**config.mk**
```make
export PLATFORM = sky130hd
export DESIGN_NAME = uart_baud_divisor_search
export DESIGN_NICKNAME = d
export VERILOG_FILES = /design/src/ubds_pkg.sv /design/src/uart_baud_divisor_search.sv /design/src/ubds_divider.sv /design/src/ubds_ctrl.sv
export SDC_FILE = /design/constraint.sdc
export NUM_CORES = 1
export LEC_CHECK = 0
export BUFFER_PORTS_ARGS = -buffer_cell sky130_fd_sc_hd__buf_2
export CORE_MARGIN = 3
export CORE_UTILIZATION = 63
export CTS_CLUSTER_DIAMETER = 30
export CTS_CLUSTER_SIZE = 28
export DETAILED_ROUTE_END_ITERATION = 8
export HOLD_SLACK_MARGIN = 0.12
export PLACE_DENSITY = 0.87
export RECOVER_POWER = 50
export SETUP_SLACK_MARGIN = 0.3
export SLEW_MARGIN = 20
export SYNTH_ARGS = -nofsm -noshare
export SYNTH_HDL_FRONTEND = slang
export SYNTH_SLANG_ARGS = --single-unit
```
**constraint.sdc**
```tcl
create_clock -name clk -period 8.55 [get_ports clk]
set_input_delay 0.4275 -clock clk [delete_from_list [all_inputs] [get_ports clk]]
set_output_delay 0.4275 -clock clk [all_outputs]
set_load 0.01 [all_outputs]
```
**src/ubds_pkg.sv**
```systemverilog
// ----------------------------------------------------------------------------
// ubds_pkg
// Shared widths, constants and types for the UART baud divisor search.
// ----------------------------------------------------------------------------
package ubds_pkg;

	localparam int CLK_W     = 27;
	localparam int TGT_W     = 24;
	localparam int DIV_OUT_W = 13;
	localparam int OSR_OUT_W = 6;
	localparam int ERR_W     = 24;

	localparam logic [CLK_W-1:0] CLK_RESET = 27'd24000000;
	localparam logic [ERR_W-1:0] ERR_SAT   = 24'hFFFFFF;

	localparam int MAX_DIVISOR_DEF    = 8191;
	localparam int MIN_OVERSAMPLE_DEF = 4;
	localparam int MAX_OVERSAMPLE_DEF = 32;

	typedef struct packed {
		logic [DIV_OUT_W-1:0] best_divisor;
		logic [OSR_OUT_W-1:0] best_oversample;
		logic [ERR_W-1:0]     rate_error;
		logic                 found;
	} ubds_result_t;

endpackage

```
**src/uart_baud_divisor_search.sv**
```systemverilog
// ----------------------------------------------------------------------------
// uart_baud_divisor_search
// Finds the UART divisor and oversampling ratio closest to a requested baud
// rate for the configured module clock.
//
//   channel | signals                         | direction
//   --------+---------------------------------+----------
//   in      | in_valid, in_ready, target_baud | in
//   out     | out_valid, out_ready, best_*,   | out
//           | rate_error, found               |
//   cfg     | cfg_we, cfg_wdata               | in
//
// A zero target skips the search and goes straight to the done state.
// Otherwise each ratio costs up to three divisions on the 27-step serial
// divider, one for the base divisor and one per candidate; a full search
// covers 29 ratios.
// One word is in flight at a time; in_ready is low while searching. The output
// register holds a result until taken and the next word is accepted meanwhile.
// Reset restores the clock register to 24 MHz.
// ----------------------------------------------------------------------------
module uart_baud_divisor_search
	import ubds_pkg::*;
#(
	parameter int MAX_DIVISOR    = MAX_DIVISOR_DEF,
	parameter int MIN_OVERSAMPLE = MIN_OVERSAMPLE_DEF,
	parameter int MAX_OVERSAMPLE = MAX_OVERSAMPLE_DEF
) (
	input  logic                 clk,
	input  logic                 arst_n,
	input  logic                 cfg_we,
	input  logic [CLK_W-1:0]     cfg_wdata,
	input  logic                 in_valid,
	output logic                 in_ready,
	input  logic [TGT_W-1:0]     target_baud,
	output logic                 out_valid,
	input  logic                 out_ready,
	output logic [DIV_OUT_W-1:0] best_divisor,
	output logic [OSR_OUT_W-1:0] best_oversample,
	output logic [ERR_W-1:0]     rate_error,
	output logic                 found
);

	logic [CLK_W-1:0] clock_hz_q;
	logic             out_valid_q;
	ubds_result_t     out_q;
	ubds_result_t     res;
	logic             res_valid;
	logic             res_ready;

	assign res_ready = !out_valid_q || out_ready;

	ubds_ctrl #(
		.MAX_DIVISOR    (MAX_DIVISOR),
		.MIN_OVERSAMPLE (MIN_OVERSAMPLE),
		.MAX_OVERSAMPLE (MAX_OVERSAMPLE)
	) u_ctrl (
		.clk             (clk),
		.arst_n          (arst_n),
		.module_clock_hz (clock_hz_q),
		.in_valid        (in_valid),
		.in_ready        (in_ready),
		.target_baud     (target_baud),
		.res_valid       (res_valid),
		.res_ready       (res_ready),
		.res             (res)
	);

	always_ff @(posedge clk or negedge arst_n) begin
		if (!arst_n) begin
			clock_hz_q  <= CLK_RESET;
			out_valid_q <= 1'b0;
		end else begin
			if (cfg_we) begin
				clock_hz_q <= cfg_wdata;
			end
			if (res_ready) begin
				out_valid_q <= res_valid;
			end
		end
	end

	always_ff @(posedge clk) begin
		if (res_ready && res_valid) begin
			out_q <= res;
		end
	end

	assign out_valid       = out_valid_q;
	assign best_divisor    = out_q.best_divisor;
	assign best_oversample = out_q.best_oversample;
	assign rate_error      = out_q.rate_error;
	assign found           = out_q.found;

endmodule

```
**src/ubds_divider.sv**
```systemverilog
// ----------------------------------------------------------------------------
// ubds_divider
// Restoring serial divider, one quotient bit per cycle.
// ----------------------------------------------------------------------------
module ubds_divider #(
	parameter int DVD_W = 27,
	parameter int DVS_W = 30
) (
	input  logic             clk,
	input  logic             arst_n,
	input  logic             start,
	input  logic [DVD_W-1:0] dividend,
	input  logic [DVS_W-1:0] divisor,
	output logic             done,
	output logic [DVD_W-1:0] quotient
);

	localparam int CNT_W = $clog2(DVD_W + 1);

	logic             busy_q;
	logic             done_q;
	logic [CNT_W-1:0] cnt_q;
	logic [DVD_W-1:0] dvd_q;
	logic [DVS_W-1:0] rem_q;
	logic [DVS_W-1:0] dvs_q;

	logic [DVS_W:0]   trial;
	logic [DVS_W:0]   diff;
	logic             ge;

	always_comb begin
		trial = {rem_q, dvd_q[DVD_W-1]};
		diff  = trial - {1'b0, dvs_q};
		ge    = !diff[DVS_W];
	end

	always_ff @(posedge clk or negedge arst_n) begin
		if (!arst_n) begin
			busy_q <= 1'b0;
			done_q <= 1'b0;
			cnt_q  <= '0;
		end else begin
			done_q <= 1'b0;
			if (start) begin
				busy_q <= 1'b1;
				cnt_q  <= CNT_W'(DVD_W);
			end else if (busy_q) begin
				cnt_q <= cnt_q - 1'b1;
				if (cnt_q == CNT_W'(1)) begin
					busy_q <= 1'b0;
					done_q <= 1'b1;
				end
			end
		end
	end

	always_ff @(posedge clk) begin
		if (start) begin
			dvd_q <= dividend;
			dvs_q <= divisor;
			rem_q <= '0;
		end else if (busy_q) begin
			dvd_q <= {dvd_q[DVD_W-2:0], ge};
			rem_q <= ge ? diff[DVS_W-1:0] : trial[DVS_W-1:0];
		end
	end

	assign done     = done_q;
	assign quotient = dvd_q;

endmodule

```
**src/ubds_ctrl.sv**
```systemverilog
// ----------------------------------------------------------------------------
// ubds_ctrl
// Search sequencer: walks the ratios, drives the shared multiplier and
// divider, and keeps the best divisor/ratio pair.
// ----------------------------------------------------------------------------
module ubds_ctrl
	import ubds_pkg::*;
#(
	parameter int MAX_DIVISOR    = MAX_DIVISOR_DEF,
	parameter int MIN_OVERSAMPLE = MIN_OVERSAMPLE_DEF,
	parameter int MAX_OVERSAMPLE = MAX_OVERSAMPLE_DEF
) (
	input  logic               clk,
	input  logic               arst_n,
	input  logic [CLK_W-1:0]   module_clock_hz,
	input  logic               in_valid,
	output logic               in_ready,
	input  logic [TGT_W-1:0]   target_baud,
	output logic               res_valid,
	input  logic               res_ready,
	output ubds_result_t       res
);

	localparam int RAT_W  = $clog2(MAX_OVERSAMPLE + 2);
	localparam int DIV_W  = $clog2(MAX_DIVISOR + 1);
	localparam int PROD_W = TGT_W + RAT_W;

	typedef enum logic [3:0] {
		S_IDLE,
		S_MUL_BASE,
		S_DIV_BASE,
		S_WAIT_BASE,
		S_CAND,
		S_MUL_ACH,
		S_DIV_ACH,
		S_WAIT_ACH,
		S_EVAL,
		S_NEXT,
		S_DONE
	} state_t;

	state_t            state_q;
	logic [TGT_W-1:0]  target_q;
	logic [RAT_W-1:0]  ratio_q;
	logic              k_q;
	logic [CLK_W-1:0]  base_q;
	logic [DIV_W-1:0]  sbr_q;
	logic [PROD_W-1:0] prod_q;
	logic [CLK_W-1:0]  err_q;
	logic              found_q;
	logic [DIV_W-1:0]  best_sbr_q;
	logic [RAT_W-1:0]  best_ratio_q;
	logic [CLK_W-1:0]  best_err_q;

	logic [RAT_W-1:0]  rp1;
	logic [TGT_W-1:0]  mul_a;
	logic [PROD_W-1:0] product;
	logic [CLK_W:0]    cand;
	logic              cand_ok;
	logic              div_start;
	logic              div_done;
	logic [CLK_W-1:0]  div_q;
	logic [CLK_W-1:0]  tgt_ext;

	always_comb begin
		rp1     = ratio_q + 1'b1;
		mul_a   = (state_q == S_MUL_BASE) ? target_q : TGT_W'(sbr_q);
		product = PROD_W'(mul_a) * PROD_W'(rp1);
		cand    = {1'b0, base_q} + (CLK_W+1)'(k_q);
		cand_ok = (cand != '0) && (cand <= (CLK_W+1)'(MAX_DIVISOR));
		tgt_ext = CLK_W'(target_q);
		div_start = (state_q == S_DIV_BASE) || (state_q == S_DIV_ACH);
	end

	ubds_divider #(
		.DVD_W (CLK_W),
		.DVS_W (PROD_W)
	) u_div (
		.clk      (clk),
		.arst_n   (arst_n),
		.start    (div_start),
		.dividend (module_clock_hz),
		.divisor  (prod_q),
		.done     (div_done),
		.quotient (div_q)
	);

	always_ff @(posedge clk or negedge arst_n) begin
		if (!arst_n) begin
			state_q <= S_IDLE;
			found_q <= 1'b0;
			k_q     <= 1'b0;
			ratio_q <= '0;
		end else begin
			case (state_q)
				S_IDLE: begin
					if (in_valid) begin
						target_q <= target_baud;
						found_q  <= 1'b0;
						ratio_q  <= RAT_W'(MIN_OVERSAMPLE);
						state_q  <= (target_baud == '0) ? S_DONE : S_MUL_BASE;
					end
				end
				S_MUL_BASE: begin
					prod_q  <= product;
					state_q <= S_DIV_BASE;
				end
				S_DIV_BASE: begin
					state_q <= S_WAIT_BASE;
				end
				S_WAIT_BASE: begin
					if (div_done) begin
						base_q  <= div_q;
						k_q     <= 1'b0;
						state_q <= S_CAND;
					end
				end
				S_CAND: begin
					sbr_q   <= cand[DIV_W-1:0];
					state_q <= cand_ok ? S_MUL_ACH : S_NEXT;
				end
				S_MUL_ACH: begin
					prod_q  <= product;
					state_q <= S_DIV_ACH;
				end
				S_DIV_ACH: begin
					state_q <= S_WAIT_ACH;
				end
				S_WAIT_ACH: begin
					if (div_done) begin
						err_q   <= (div_q >= tgt_ext) ? div_q - tgt_ext : tgt_ext - div_q;
						state_q <= S_EVAL;
					end
				end
				S_EVAL: begin
					if (!found_q || err_q < best_err_q) begin
						found_q      <= 1'b1;
						best_err_q   <= err_q;
						best_sbr_q   <= sbr_q;
						best_ratio_q <= ratio_q;
					end
					state_q <= (err_q == '0) ? S_DONE : S_NEXT;
				end
				S_NEXT: begin
					if (!k_q) begin
						k_q     <= 1'b1;
						state_q <= S_CAND;
					end else if (ratio_q == RAT_W'(MAX_OVERSAMPLE)) begin
						state_q <= S_DONE;
					end else begin
						ratio_q <= rp1;
						state_q <= S_MUL_BASE;
					end
				end
				S_DONE: begin
					if (res_ready) begin
						state_q <= S_IDLE;
					end
				end
				default: begin
					state_q <= S_IDLE;
				end
			endcase
		end
	end

	always_comb begin
		in_ready  = (state_q == S_IDLE);
		res_valid = (state_q == S_DONE);
		if (found_q) begin
			res.best_divisor    = DIV_OUT_W'(best_sbr_q);
			res.best_oversample = OSR_OUT_W'(best_ratio_q);
			res.rate_error      = (best_err_q > CLK_W'(ERR_SAT)) ? ERR_SAT
			                                                     : best_err_q[ERR_W-1:0];
			res.found           = 1'b1;
		end else begin
			res = '0;
		end
	end

endmodule
```
==> load_flow_metrics.sql <==
INSERT INTO impl_metrics (metric_group, metric, value, unit) VALUES
('setup_path', 'critPathLaunchType', 'flop', ''),
('synth', 'leading_post_synthesis_cells_by_cell_area', 'sky130_fd_sc_hd__edfxtp_1, sky130_fd_sc_hd__ha_1, sky130_fd_sc_hd__fa_1, sky130_fd_sc_hd__inv_1, sky130_fd_sc_hd__dfrtp_1', ''),
('drt', 'drt_drc_violations_left', '0', ''),
('cts', 'clock_tree.root_cell', 'sky130_fd_sc_hd__clkbuf_16', ''),
('drt', 'antenna_violating_nets_post_route', '0', ''),
('cts', 'cts-resized-gates', '0', ''),
('cells_and_area', 'fin_area', '25810', 'um2'),
('placement', 'placement.io_buffers', '101', ''),
('placement', 'dpl.cell_count', '2596', ''),
('cts', 'cts.clk_slew.worst_paths', '50', 'ps'),
('cells_and_area', 'num-fill-cells', '2141', ''),
('floorplan', 'design.portCount', '102', ''),
('min_path', 'worst_min_path_class', 'in -> reg', ''),
('cells_and_area', 'stdcell_count', '2778', ''),
('cells_and_area', 'drive_gt1_share', '9.957', '%'),
('flow_run', 'max-cap-violations', '6', ''),
('setup_path', 'type_of_the_worst_setup_path', 'reg -> reg', ''),
('placement', 'gp_congestion', '1.003', ''),
('floorplan', 'floorplan.die.width', '193.2', 'um'),
('floorplan', 'core_region_area', '34040', 'um2'),
('synth', 'avgSynthCellArea', '10.48', 'um2'),
('drt', 'detail_route.wirelength', '55.13', 'mm'),
('global_route', 'global_route.overflow_total', '0', ''),
('drt', 'routed_via_density', '6.093', ''),
('global_route', 'largest_net_degree_at_the_start_of_global_routing', '92', ''),
('drt', 'firstDrtPassIters', '6', ''),
('setup_path', 'r2r-end', 'u_ctrl.prod_q[29]', ''),
('floorplan', 'starting_density_of_the_core', '64.86', '%'),
('synth', 'main_combinational_cell_family_by_area_after_synthesis', 'adder cells', ''),
('min_path', 'hold-path-endpoint', 'u_ctrl.found_q', ''),
('floorplan', 'die_h', '193.2', 'um'),
('synth', 'yosysWarnings', '0', ''),
('cts', 'clock_latency', '610', 'ps'),
('outcome', 'status', 'finished, violations left', ''),
('synth', 'async_reset_ff_share', '13.62', '%'),
('synth', 'post_synth_xor_area_fraction', '3.848', '%'),
('synth', 'synth.net_count', '2403', ''),
('cts', 'post_cts_buffers', '0', ''),
('synth', 'synth_seq_cells', '345', ''),
('min_path', 'hold_path_stages', '4', ''),
('setup_path', 'rr_startpoint', 'u_ctrl.state_q[1]', ''),
('cts', 'htree_num_levels', '3', ''),
('synth', 'synthesis.instances', '2107', ''),
('power_and_ir_drop', 'maximum_ir_drop_on_the_vdd_rail', '0.2093', 'mV'),
('drt', 'dr.first_iter.drc_count', '1986', ''),
('cells_and_area', 'flow.area_growth_from_synthesis', '16.91', '%'),
('setup_path', 'setup.reg_to_reg.worst_slack', '1930', 'ps'),
('synth', 'syn_area', '22080', 'um2'),
('setup_path', 'worstPathMaxFanout', '39', ''),
('cts', 'clock_tree_from_tritoncts', 'done', ''),
('sta', 'relSlewSlack', '-69.10', '%'),
('sta', 'drv_slew', '190', ''),
('power_and_ir_drop', 'p_leak', '11.02', 'nW'),
('global_route', 'grt_util_all_layers', '30.27', '%'),
('min_path', 'worstHoldStart', 'in_valid', ''),
('synth', 'synth_seq_area_share', '44.56', '%'),
('setup_path', 'worstRegToRegCells', '21', ''),
('sta', 'finalWorstSetupSlack', '1931', 'ps'),
('sta', 'final.setup_skew', '41.12', 'ps'),
('sta', 'timing.setup.tns', '0', 'ps'),
('floorplan', 'num_rows', '67', ''),
('drt', 'route.detailed.wl_per_inst', '19.84', 'um'),
('sta', 'grt_setup_unrepaired', 'no', ''),
('sta', 'least_margin_pin_slew', '2536', 'ps'),
('placement', 'placement.setup.worst_slack', '2096', 'ps'),
('cts', 'cts-hold-fix-buffers', '52', ''),
('cts', 'max-clock-path-buffers', '3', ''),
('outcome', 'violations', 'max-capacitance violations, max-slew violations', ''),
('synth', 'synth_area_leader_cell', 'sky130_fd_sc_hd__edfxtp_1', ''),
('global_route', 'global_route_wire_length_before_repair', '88.51', 'mm'),
('floorplan', 'die_area', '37320', 'um2');
-- metrics by stage --
| step | utilization (%) | hold slack [ps] |
|---|---|---|
| 2_1_floorplan | - | 131.9 |
| 3_3_place_gp | 67.54 | 340.3 |
| 3_5_place_dp | 67.54 | 347.0 |
| 4_1_cts | 76.09 | 181.4 |
| 5_1_grt | 75.83 | 227.1 |
| 6_report | 75.83 | 198.6 |
-- how the worst max path moves through the flow --
| stage | from | to | slack (ps) | depth (start not counted) |
|---|---|---|---|---|
| after global routing | u_ctrl.state_q[1] | u_ctrl.prod_q[29] | 1560 | 21 |
| after CTS | u_ctrl.state_q[1] | u_ctrl.prod_q[29] | 2000 | 21 |
| final | u_ctrl.state_q[1] | u_ctrl.prod_q[29] | 1930 | 21 |
| after floorplan | u_ctrl.state_q[1] | u_ctrl.prod_q[29] | 2570 | 22 |
| after global placement | u_ctrl.state_q[1] | u_ctrl.prod_q[29] | 2320 | 21 |
| after detailed placement | u_ctrl.state_q[1] | u_ctrl.prod_q[29] | 2100 | 21 |
-- Yosys cell counts, types with 3 or more instances --
| cell type | count |
|---|---|
| sky130_fd_sc_hd__edfxtp_1 | 268 |
| sky130_fd_sc_hd__inv_1 | 247 |
| sky130_fd_sc_hd__nor2_1 | 184 |
| sky130_fd_sc_hd__ha_1 | 148 |
| sky130_fd_sc_hd__nand2_1 | 142 |
| sky130_fd_sc_hd__o21ai_0 | 125 |
| sky130_fd_sc_hd__a21oi_1 | 119 |
| sky130_fd_sc_hd__fa_1 | 92 |
| sky130_fd_sc_hd__xnor2_1 | 64 |
| sky130_fd_sc_hd__a21o_1 | 53 |
| sky130_fd_sc_hd__clkbuf_1 | 53 |
| sky130_fd_sc_hd__mux2i_1 | 48 |
| sky130_fd_sc_hd__nand3_1 | 44 |
| sky130_fd_sc_hd__dfrtp_1 | 37 |
| sky130_fd_sc_hd__o21a_1 | 35 |
| sky130_fd_sc_hd__and2_1 | 34 |
| sky130_fd_sc_hd__xor2_1 | 33 |
| sky130_fd_sc_hd__dfxtp_1 | 30 |
| sky130_fd_sc_hd__mux2_2 | 28 |
| sky130_fd_sc_hd__and3_1 | 27 |
| sky130_fd_sc_hd__nor3_1 | 25 |
| sky130_fd_sc_hd__nor4_1 | 24 |
| sky130_fd_sc_hd__nand2b_1 | 23 |
| sky130_fd_sc_hd__nor2b_1 | 21 |
| sky130_fd_sc_hd__nand4_1 | 19 |
| sky130_fd_sc_hd__buf_2 | 18 |
| sky130_fd_sc_hd__a31oi_1 | 16 |
| sky130_fd_sc_hd__o21bai_1 | 11 |
| sky130_fd_sc_hd__or2_2 | 11 |
| sky130_fd_sc_hd__dfstp_2 | 10 |
| sky130_fd_sc_hd__o31ai_1 | 10 |
| sky130_fd_sc_hd__a211oi_1 | 9 |
| sky130_fd_sc_hd__o2111ai_1 | 7 |
| sky130_fd_sc_hd__o211ai_1 | 5 |
| sky130_fd_sc_hd__or3_1 | 5 |
| sky130_fd_sc_hd__a21boi_0 | 4 |
| sky130_fd_sc_hd__and4_1 | 4 |
| sky130_fd_sc_hd__o22ai_1 | 4 |
| sky130_fd_sc_hd__or4_1 | 4 |
| sky130_fd_sc_hd__a221o_1 | 3 |
| sky130_fd_sc_hd__a221oi_1 | 3 |
| sky130_fd_sc_hd__a31o_2 | 3 |
| sky130_fd_sc_hd__nor4b_1 | 3 |
| sky130_fd_sc_hd__o221ai_1 | 3 |
-- cell families after synthesis --
| logic type | Yosys count |
|---|---|
| flops | 345 |
| xor+xnor | 97 |
| simple gates | 584 |
| mux | 77 |
| fa+ha+maj | 240 |
| buf+inv | 324 |
| compound gates | 440 |
-- critical path, stage by stage (launching register included) --
cell and delay (ps):
sky130_fd_sc_hd__dfrtp_1 500, sky130_fd_sc_hd__inv_1 190, sky130_fd_sc_hd__nand2_1 150, sky130_fd_sc_hd__nor3_2 140, sky130_fd_sc_hd__buf_4 410, sky130_fd_sc_hd__mux2i_1 530, sky130_fd_sc_hd__nor2_1 130, sky130_fd_sc_hd__fa_1 500
sky130_fd_sc_hd__fa_1 540, sky130_fd_sc_hd__inv_1 60, sky130_fd_sc_hd__fa_1 530, sky130_fd_sc_hd__inv_1 40, sky130_fd_sc_hd__ha_1 370, sky130_fd_sc_hd__o21a_1 220, sky130_fd_sc_hd__o21a_1 170, sky130_fd_sc_hd__o22ai_1 250
sky130_fd_sc_hd__o21a_1 240, sky130_fd_sc_hd__o211ai_1 170, sky130_fd_sc_hd__o41ai_1 640, sky130_fd_sc_hd__o2111ai_1 210, sky130_fd_sc_hd__a21oi_1 230, sky130_fd_sc_hd__xnor2_1 90
-- layout make-up --
class | instances | share of cell area (%)
clock inverter | 48 | 1.983
clock buffer | 81 | 7.272
inverter | 248 | 3.607
timing repair buffer | 170 | 4.126
multi-input combinational | 1438 | 42.73
tap | 448 | 2.172
sequential | 345 | 38.12
-- cell usage in the layout (no fill, tap or decap), types with 27 or more instances in the layout --
cell type                       Yosys  layout
sky130_fd_sc_hd__nand3_1           44      44
sky130_fd_sc_hd__and3_1            27      27
sky130_fd_sc_hd__nand2_1          142     142
sky130_fd_sc_hd__nor2_1           184     183
sky130_fd_sc_hd__inv_1            247     246
sky130_fd_sc_hd__o21ai_0          125     125
sky130_fd_sc_hd__ha_1             148     148
sky130_fd_sc_hd__xor2_1            33      33
sky130_fd_sc_hd__o21a_1            35      35
sky130_fd_sc_hd__dfrtp_1           37      37
sky130_fd_sc_hd__a21o_1            53      53
sky130_fd_sc_hd__buf_2             18      29
sky130_fd_sc_hd__edfxtp_1         268     268
sky130_fd_sc_hd__xnor2_1           64      63
sky130_fd_sc_hd__dfxtp_1           30      30
sky130_fd_sc_hd__dlygate4sd3_1      0      52
sky130_fd_sc_hd__mux2i_1           48      48
sky130_fd_sc_hd__clkbuf_16          0      73
sky130_fd_sc_hd__fa_1              92      92
sky130_fd_sc_hd__mux2_2            28      28
sky130_fd_sc_hd__a21oi_1          119     119
sky130_fd_sc_hd__clkbuf_1          53      81
-- state kept, by name (all words and copies together), names as in the netlist, 24 cells and up --
name                   cells
u_ctrl.best_err_q         27
u_ctrl.prod_q             30
u_ctrl.u_div.dvs_q        30
u_ctrl.base_q             27
rate_error                24
u_ctrl.u_div.rem_q        30
clock_hz_q                27
u_ctrl.u_div.quotient     27
u_ctrl.target_q           24
u_ctrl.err_q              27
-- metal layers --
layer  routed length (um)  GRT usage (%)  share of wire (%)
met3                 4654          5.858                8.4
met5                   13              0              0.024
met4                 2027          12.21                3.7
met1                22120          39.98                 40
met2                26310          49.69                 48
-- power by group --
part	internal (mW)	switching, mW	leakage [nW]	total [mW]
combinational	0.0353	0.0241	6.61	0.0594
clock	1.75	0.956	1.13	2.71
sequential	1.81	0.00785	3.27	1.82
Note: power is estimated with default switching activity, not from simulation.
